## src/hw/rtl/dpfc_pkg.sv

```systemverilog
// ----------------------------------------------------------------------------
// dpfc_pkg
// Shared types and constants for the distinct prime factor counter.
// ----------------------------------------------------------------------------
package dpfc_pkg;

    localparam int COUNT_WIDTH   = 4;
    localparam int FIRST_DIVISOR = 2;

    typedef enum logic [4:0] {
        ST_IDLE   = 5'b00001,
        ST_CHECK  = 5'b00010,
        ST_DIV    = 5'b00100,
        ST_TEST   = 5'b01000,
        ST_FINISH = 5'b10000
    } state_t;

    // controller -> datapath
    typedef struct packed {
        logic load;       // take a new value, restart the search
        logic div_start;  // begin remainder / divisor
        logic div_step;   // one quotient bit
        logic hit_apply;  // divisor divided: keep quotient, count once
        logic advance;    // move to the next divisor
        logic publish;    // latch the final count
    } cmd_t;

    // datapath -> controller
    typedef struct packed {
        logic search_done;  // remainder <= 1 or divisor squared > remainder
        logic rem_zero;     // last division left no remainder
    } status_t;

endpackage

```

## src/hw/rtl/distinct_prime_factor_counter.sv

```systemverilog
// ----------------------------------------------------------------------------
// distinct_prime_factor_counter
// Counts the distinct primes that divide an unsigned integer by trial division.
// ----------------------------------------------------------------------------
// One value at a time. Divisors run upward from 2 until the divisor squared
// exceeds the remainder; every division goes through a one-bit-a-cycle
// restoring divider. Each divisor tried costs a square check, one quotient
// bit per cycle and a remainder test, and each further division by the same
// divisor costs the quotient bits and the test again. Small or smooth values
// therefore finish quickest; a large prime runs through every divisor up to
// its square root. A finished count sits in an output register, so the next
// value is taken while it waits. Zero yields 0.
module distinct_prime_factor_counter #(
    parameter int VALUE_WIDTH = 32
) (
    input  logic                             clk,
    input  logic                             rst_n,
    input  logic                             in_valid,
    output logic                             in_ready,
    input  logic [VALUE_WIDTH-1:0]           value,
    output logic                             out_valid,
    input  logic                             out_ready,
    output logic [dpfc_pkg::COUNT_WIDTH-1:0] factor_count
);

    dpfc_pkg::cmd_t    cmd;
    dpfc_pkg::status_t status;

    dpfc_ctrl #(
        .VALUE_WIDTH (VALUE_WIDTH)
    ) u_ctrl (
        .clk       (clk),
        .rst_n     (rst_n),
        .in_valid  (in_valid),
        .in_ready  (in_ready),
        .out_valid (out_valid),
        .out_ready (out_ready),
        .status    (status),
        .cmd       (cmd)
    );

    dpfc_datapath #(
        .VALUE_WIDTH (VALUE_WIDTH)
    ) u_datapath (
        .clk          (clk),
        .rst_n        (rst_n),
        .value        (value),
        .cmd          (cmd),
        .status       (status),
        .factor_count (factor_count)
    );

endmodule

```

## src/hw/rtl/dpfc_ctrl.sv

```systemverilog
// ----------------------------------------------------------------------------
// dpfc_ctrl
// Sequencer for trial division: issues load, divide and count commands and
// owns the request handshakes.
// ----------------------------------------------------------------------------
module dpfc_ctrl #(
    parameter int VALUE_WIDTH = 32
) (
    input  logic               clk,
    input  logic               rst_n,
    input  logic               in_valid,
    output logic               in_ready,
    output logic               out_valid,
    input  logic               out_ready,
    input  dpfc_pkg::status_t  status,
    output dpfc_pkg::cmd_t     cmd
);

    localparam int STEP_W = $clog2(VALUE_WIDTH);

    dpfc_pkg::state_t state_reg, state_next;
    logic [STEP_W-1:0] step_reg, step_next;
    logic              out_valid_reg, out_valid_next;
    logic              slot_free;

    assign in_ready  = (state_reg == dpfc_pkg::ST_IDLE);
    assign out_valid = out_valid_reg;
    assign slot_free = !out_valid_reg || out_ready;

    always_comb
    begin
        state_next = state_reg;
        step_next  = step_reg;
        cmd        = '0;
        case (state_reg)
            dpfc_pkg::ST_IDLE:
            begin
                if (in_valid)
                begin
                    cmd.load   = 1'b1;
                    state_next = dpfc_pkg::ST_CHECK;
                end
            end
            dpfc_pkg::ST_CHECK:
            begin
                if (status.search_done)
                begin
                    state_next = dpfc_pkg::ST_FINISH;
                end
                else
                begin
                    cmd.div_start = 1'b1;
                    step_next     = STEP_W'(VALUE_WIDTH - 1);
                    state_next    = dpfc_pkg::ST_DIV;
                end
            end
            dpfc_pkg::ST_DIV:
            begin
                cmd.div_step = 1'b1;
                if (step_reg == '0)
                begin
                    state_next = dpfc_pkg::ST_TEST;
                end
                else
                begin
                    step_next = step_reg - STEP_W'(1);
                end
            end
            dpfc_pkg::ST_TEST:
            begin
                if (status.rem_zero)
                begin
                    // quotient becomes the new dividend, divide again
                    cmd.hit_apply = 1'b1;
                    step_next     = STEP_W'(VALUE_WIDTH - 1);
                    state_next    = dpfc_pkg::ST_DIV;
                end
                else
                begin
                    cmd.advance = 1'b1;
                    state_next  = dpfc_pkg::ST_CHECK;
                end
            end
            dpfc_pkg::ST_FINISH:
            begin
                if (slot_free)
                begin
                    cmd.publish = 1'b1;
                    state_next  = dpfc_pkg::ST_IDLE;
                end
            end
            default:
            begin
                state_next = dpfc_pkg::ST_IDLE;
            end
        endcase
    end

    always_comb
    begin
        if (cmd.publish)
        begin
            out_valid_next = 1'b1;
        end
        else if (out_ready)
        begin
            out_valid_next = 1'b0;
        end
        else
        begin
            out_valid_next = out_valid_reg;
        end
    end

    always_ff @(posedge clk or negedge rst_n)
    begin
        if (!rst_n)
        begin
            state_reg     <= dpfc_pkg::ST_IDLE;
            step_reg      <= '0;
            out_valid_reg <= 1'b0;
        end
        else
        begin
            state_reg     <= state_next;
            step_reg      <= step_next;
            out_valid_reg <= out_valid_next;
        end
    end

endmodule

```

## src/hw/rtl/dpfc_datapath.sv

```systemverilog
// ----------------------------------------------------------------------------
// dpfc_datapath
// Remainder, trial divisor, running square, bit-serial restoring divider and
// factor count.
// ----------------------------------------------------------------------------
module dpfc_datapath #(
    parameter int VALUE_WIDTH = 32
) (
    input  logic                             clk,
    input  logic                             rst_n,
    input  logic [VALUE_WIDTH-1:0]           value,
    input  dpfc_pkg::cmd_t                   cmd,
    output dpfc_pkg::status_t                status,
    output logic [dpfc_pkg::COUNT_WIDTH-1:0] factor_count
);

    localparam int W    = VALUE_WIDTH;
    // the search ends before the divisor passes sqrt(2^W) + 1
    localparam int DW   = (VALUE_WIDTH + 1) / 2 + 2;
    localparam int SQ_W = VALUE_WIDTH + 2;
    localparam int CW   = dpfc_pkg::COUNT_WIDTH;

    logic [W-1:0]    rem_reg, rem_next;
    logic [DW-1:0]   div_reg, div_next;
    logic [SQ_W-1:0] sq_reg, sq_next;
    logic [CW-1:0]   cnt_reg, cnt_next;
    logic            hit_reg, hit_next;
    logic [W-1:0]    quo_reg, quo_next;
    logic [DW-1:0]   part_reg, part_next;
    logic [CW-1:0]   result_reg, result_next;

    logic [DW:0]     trial;
    logic [DW:0]     diff;
    logic            ge;
    logic            rem_gt1;

    assign trial   = {part_reg, quo_reg[W-1]};
    assign ge      = (trial >= {1'b0, div_reg});
    assign diff    = trial - {1'b0, div_reg};
    assign rem_gt1 = (rem_reg > W'(1));

    assign status.search_done = !rem_gt1 || (sq_reg > SQ_W'(rem_reg));
    assign status.rem_zero    = (part_reg == '0);
    assign factor_count       = result_reg;

    always_comb
    begin
        rem_next    = rem_reg;
        div_next    = div_reg;
        sq_next     = sq_reg;
        cnt_next    = cnt_reg;
        hit_next    = hit_reg;
        quo_next    = quo_reg;
        part_next   = part_reg;
        result_next = result_reg;

        if (cmd.load)
        begin
            rem_next = value;
            div_next = DW'(dpfc_pkg::FIRST_DIVISOR);
            sq_next  = SQ_W'(dpfc_pkg::FIRST_DIVISOR * dpfc_pkg::FIRST_DIVISOR);
            cnt_next = '0;
            hit_next = 1'b0;
        end
        if (cmd.div_start)
        begin
            quo_next  = rem_reg;
            part_next = '0;
        end
        if (cmd.div_step)
        begin
            part_next = ge ? diff[DW-1:0] : trial[DW-1:0];
            quo_next  = {quo_reg[W-2:0], ge};
        end
        if (cmd.hit_apply)
        begin
            // quo_reg already holds the new dividend
            rem_next  = quo_reg;
            part_next = '0;
            hit_next  = 1'b1;
            if (!hit_reg)
            begin
                cnt_next = cnt_reg + CW'(1);
            end
        end
        if (cmd.advance)
        begin
            // (d+1)^2 = d^2 + 2d + 1
            sq_next  = sq_reg + SQ_W'({div_reg, 1'b0}) + SQ_W'(1);
            div_next = div_reg + DW'(1);
            hit_next = 1'b0;
        end
        if (cmd.publish)
        begin
            // leftover cofactor above one is a prime
            result_next = cnt_reg + CW'(rem_gt1);
        end
    end

    always_ff @(posedge clk or negedge rst_n)
    begin
        if (!rst_n)
        begin
            rem_reg    <= '0;
            div_reg    <= DW'(dpfc_pkg::FIRST_DIVISOR);
            sq_reg     <= SQ_W'(dpfc_pkg::FIRST_DIVISOR * dpfc_pkg::FIRST_DIVISOR);
            cnt_reg    <= '0;
            hit_reg    <= 1'b0;
            quo_reg    <= '0;
            part_reg   <= '0;
            result_reg <= '0;
        end
        else
        begin
            rem_reg    <= rem_next;
            div_reg    <= div_next;
            sq_reg     <= sq_next;
            cnt_reg    <= cnt_next;
            hit_reg    <= hit_next;
            quo_reg    <= quo_next;
            part_reg   <= part_next;
            result_reg <= result_next;
        end
    end

endmodule

```

## config.mk

```make
export PLATFORM = sky130hd
export DESIGN_NAME = distinct_prime_factor_counter
export DESIGN_NICKNAME = d
export VERILOG_FILES = /design/src/hw/rtl/dpfc_pkg.sv /design/src/hw/rtl/distinct_prime_factor_counter.sv /design/src/hw/rtl/dpfc_ctrl.sv /design/src/hw/rtl/dpfc_datapath.sv
export SDC_FILE = /design/constraint.sdc
export NUM_CORES = 1
export LEC_CHECK = 0
export BUFFER_PORTS_ARGS = -buffer_cell sky130_fd_sc_hd__buf_2
export CORE_MARGIN = 10
export CORE_UTILIZATION = 35
export CTS_BUF_LIST = sky130_fd_sc_hd__clkbuf_2
export DETAILED_ROUTE_END_ITERATION = 10
export GPL_ROUTABILITY_DRIVEN = 0
export SLEW_MARGIN = 20
export SYNTH_ARGS = -nofsm -noshare
export SYNTH_HDL_FRONTEND = slang
export SYNTH_HIERARCHICAL = 1
export SYNTH_SLANG_ARGS = --single-unit
```

## constraint.sdc

```tcl
create_clock -name clk -period 3.7 [get_ports clk]
set_input_delay 0.555 -clock clk [delete_from_list [all_inputs] [get_ports clk]]
set_output_delay 0.555 -clock clk [all_outputs]
set_load 0.03 [all_outputs]
```

==> metrics.md <==
| Metric | Value |
|---|---|
| Status | finished clean |
| CP startpoint kind | flop |
| Synth Flop Type | dfrtp_1 |
| Worst EP arrival | 4230 ps |
| Tcrit/Tclk final | 0.9658 |
| Mapped Area | 0.009963 mm2 |
| Critical Path Start | u_datapath/rem_reg[25]$_DFFE_PN0P_ |
| Library cells used by synthesis | 76 |
| Reg2Reg Setup Slack | 130 ps |
| Reg area | 0.003857 mm2 |
| RR Startpoint | u_datapath/rem_reg[25]$_DFFE_PN0P_ |
| GRT Max-Usage Layer | met2 |
| Total routed wirelength | 24760 um |
| Max rail drop VDD | 0.5237 mV |
| CTS tree | done |
| Clk_skew | 66.02 ps |
| Mapped Cells | 1083 |
| CP delay by family, top | simple AND/OR/NAND/NOR gates |
| Worst-skew pair later-pin latency | 770 ps |
| Site Rows | 61 |
| Max FFs per register | 34 |
| Hpwl dp | 18150 um |
| Hold Path Stages | 3 |
| CP Max Fanout | 12 |
| CTS buffer count | 17 |
| Largest net degree at the start of global routing | 93 |
| CP bufs+invs | 3 |
| Area of the multi-input gates | 0.005677 mm2 |
| Worst reg-to-reg path cell count | 14 |
| Root buffer cell | clkbuf_2 |
| FMAX | 279.8 MHz |
| Ys Warns | 6 |
| Initial DRC count | 503 |
| Yosys top cell by area | dfrtp_1 |
| Sequential-to-total area share from yosys stat | 0.3872 |
| Measured slew at the worst slew-check pin | 880.3 ps |
| Vias in the first global route | 7915 |
| Initial core utilization | 0.3567 |
| Drt first pass iters | 5 |
| Gr ovfl total | 0 |
| Max Slew Vio Count | 0 |
| Area grow syn2layout | 12.33% |
| Total Nets Final | 1261 |
| H-tree depth | 4 |
| Routed len/inst | 16.06 um |
| First-pass GRT wire length | 41780 um |
| Mean Syn Cell Area | 9.200 um2 |
| Hold path start | value[9] |
| Vias per inst | 5.234 |
| Port bufs | 41 |
| Final antenna-violating net count | 0 |
| Top cells by area, synth | dfrtp_1 38%, ha_1 9.2%, mux2i_1 8.6% |
| Critical path class | reg -> reg |
| Met1 Resource Use GR | 0.1975 |
| Yosys reg bits | 154 |
| Residual DRC count | 0 |
| Util after Layout | 0.4007 |
| Worst EP required | 4360 ps |
| Clk sinks | 154 |
| Tmin final | 3574 ps |
| Die Height | 188.7 um |
| I/O pin cnt | 42 |
| Fraction of registers with async set/reset | 1.000 |
| CP Capture Type | flop |
| Final Hold Fails | 0 |
| Reg2reg end | u_datapath/quo_reg[12]$_DFFE_PN0P_ |
| Die area | 0.03562 mm2 |
| Post-synth net total | 1194 |
| Post-synth top area share | 0.3793 |
| Met3 Resource Use GR | 0.01939 |
| Slowest cell on crit path | or4b_4 |
| Fill cells | 2879 |
| Min-delay worst type | in -> reg |
| PD cells | 707.1 mW/mm2 |
| Cells along the critical path | inv_1 > ha_1 > nand4_1 > nor2_2 > nand2_1 > or2_2 > nor4_4 > o21ai_2 > or4b_4 > nor3_4 > buf_12 > bufbuf_16 > mux2i_1 > o21ai_0 |
| Gr usage total | 0.1399 |
| Core Footprint | 0.02793 mm2 |
| CTS clock-pin slew for the worst setup and hold paths | 310 ps |
| Worst slew margin | 0.4131 |
| Initial antenna violation count | 1 |
| EDFF count, synth | 0 |
| Final setup viols | 0 |
| Die Span X | 188.7 um |
| Hold Path Sink | u_datapath/rem_reg[9]$_DFFE_PN0P_ |
| Dpl ws | -58.88 ps |
| Worst Slack Setup Final | 126.4 ps |
| Max clock buf depth | 2 |
| Share of cells above drive strength 1 | 0.1393 |
| Static leakage | 5.158 nW |
| DR vias | 8071 |
| CP peak stage delay | 520 ps |
| Final Power | 7.914 mW |
| Met2 usage | 0.2203 |
| Max_cap viols | 0 |
metrics by stage:
| step | std cells | hold WS, ps | cell area, um2 | TNS (ps) |
|---|---|---|---|---|
| 5_1_grt | 1542 | 3.357 | 11190 | -53.07 |
| 3_3_place_gp | 1499 | 435.6 | 10790 | 0 |
| 6_report | 1542 | 52.61 | 11190 | 0 |
| 3_5_place_dp | 1499 | 437.2 | 10790 | -935.2 |
| 2_1_floorplan | 1083 | 259.4 | 9963 | 0 |
| 4_1_cts | 1537 | 3.768 | 11130 | 0 |
power by group:
part / switching (mW) / internal (mW)
Sequential: 0.477 / 2.17
Combinational: 2.33 / 1.97
Clock: 0.745 / 0.225
layer usage:
layer	wire length, um	up-vias
li1	-	4036
met1	12470	3904
met2	11410	114
met3	639	17
met4	243	0
met5	0	-
layout by cell type, fill, tap and decap left out, types with 7 or more instances in the layout:
cell type / n
nand2b_1: 7
nor3_1: 13
a22o_1: 20
nand3_1: 35
o31ai_1: 9
nor2b_1: 12
buf_2: 40
xor2_1: 16
buf_4: 45
nand2_1: 141
a21o_1: 26
inv_1: 65
clkbuf_2: 18
nand4_1: 19
o21a_1: 10
nor4_1: 13
xnor2_1: 19
dfrtp_1: 151
o211ai_1: 8
a21oi_1: 46
o21ai_0: 122
ha_1: 73
mux2i_1: 86
nor2_1: 44
worst max path at each step:
stage | end | cells after the start
2_1_floorplan | u_datapath/quo_reg[1]$_DFFE_PN0P_ | 13
3_3_place_gp | u_datapath/quo_reg[25]$_DFFE_PN0P_ | 13
3_5_place_dp | u_datapath/quo_reg[18]$_DFFE_PN0P_ | 13
4_1_cts | u_datapath/quo_reg[12]$_DFFE_PN0P_ | 15
5_1_grt | u_datapath/quo_reg[12]$_DFFE_PN0P_ | 14
6_report | u_datapath/quo_reg[12]$_DFFE_PN0P_ | 14
cells by family (layout without fill, tap and decap cells):
logic type,Yosys count,count (layout),synth area share
AOI/OAI and AO/OA,287,287,0.1864
xor gates and xnor gates,35,35,0.03077
adders and majority gates,75,75,0.09569
buffers and inverters,113,193,0.04985
DFF,154,154,0.3872
muxes,91,91,0.09205
other,0,1,0
and+or+nand+nor,328,328,0.1581
repair_timing:
action / 4_1_cts / 5_1_grt
setup buffers: 2 / 1
pin swaps: 1 / 2
resized for setup: 4 / 4
gates cloned: 1 / 0
setup endpoints to repair: 16 / 44
hold buffers: 3 / 3
endpoints found under the hold margin: 90 / 3
layout make-up:
class | count | share of cell area
diodes | 1 | 0.0002236
inverters | 65 | 0.02180
clock inverters | 14 | 0.01308
well taps | 378 | 0.04226
repair buffers | 96 | 0.06272
clock buffers | 18 | 0.008049
flip-flops and latches | 154 | 0.3447
multi-input cells | 816 | 0.5072
tightest hold or removal path, cell delays in order:
cell and delay (ps):
buf_2 80, mux2i_1 60, o21ai_0 130
cells in the mapped netlist, types with 6 or more instances:
cell type and count:
nor4_1 16, a21o_1 26, and3_1 6, o21a_1 10, dfrtp_1 151, o211ai_1 8, o31ai_1 9, xnor2_1 19
nand4_1 19, inv_1 65, ha_1 73, clkbuf_1 29, nand2_1 141, nor2_1 46, a21oi_1 46, nor2b_1 12
mux2i_1 86, a22o_1 20, xor2_1 16, nor3_1 15, nand3_1 35, nand2b_1 7, o21ai_0 123
(Power assumes the default switching activity.)
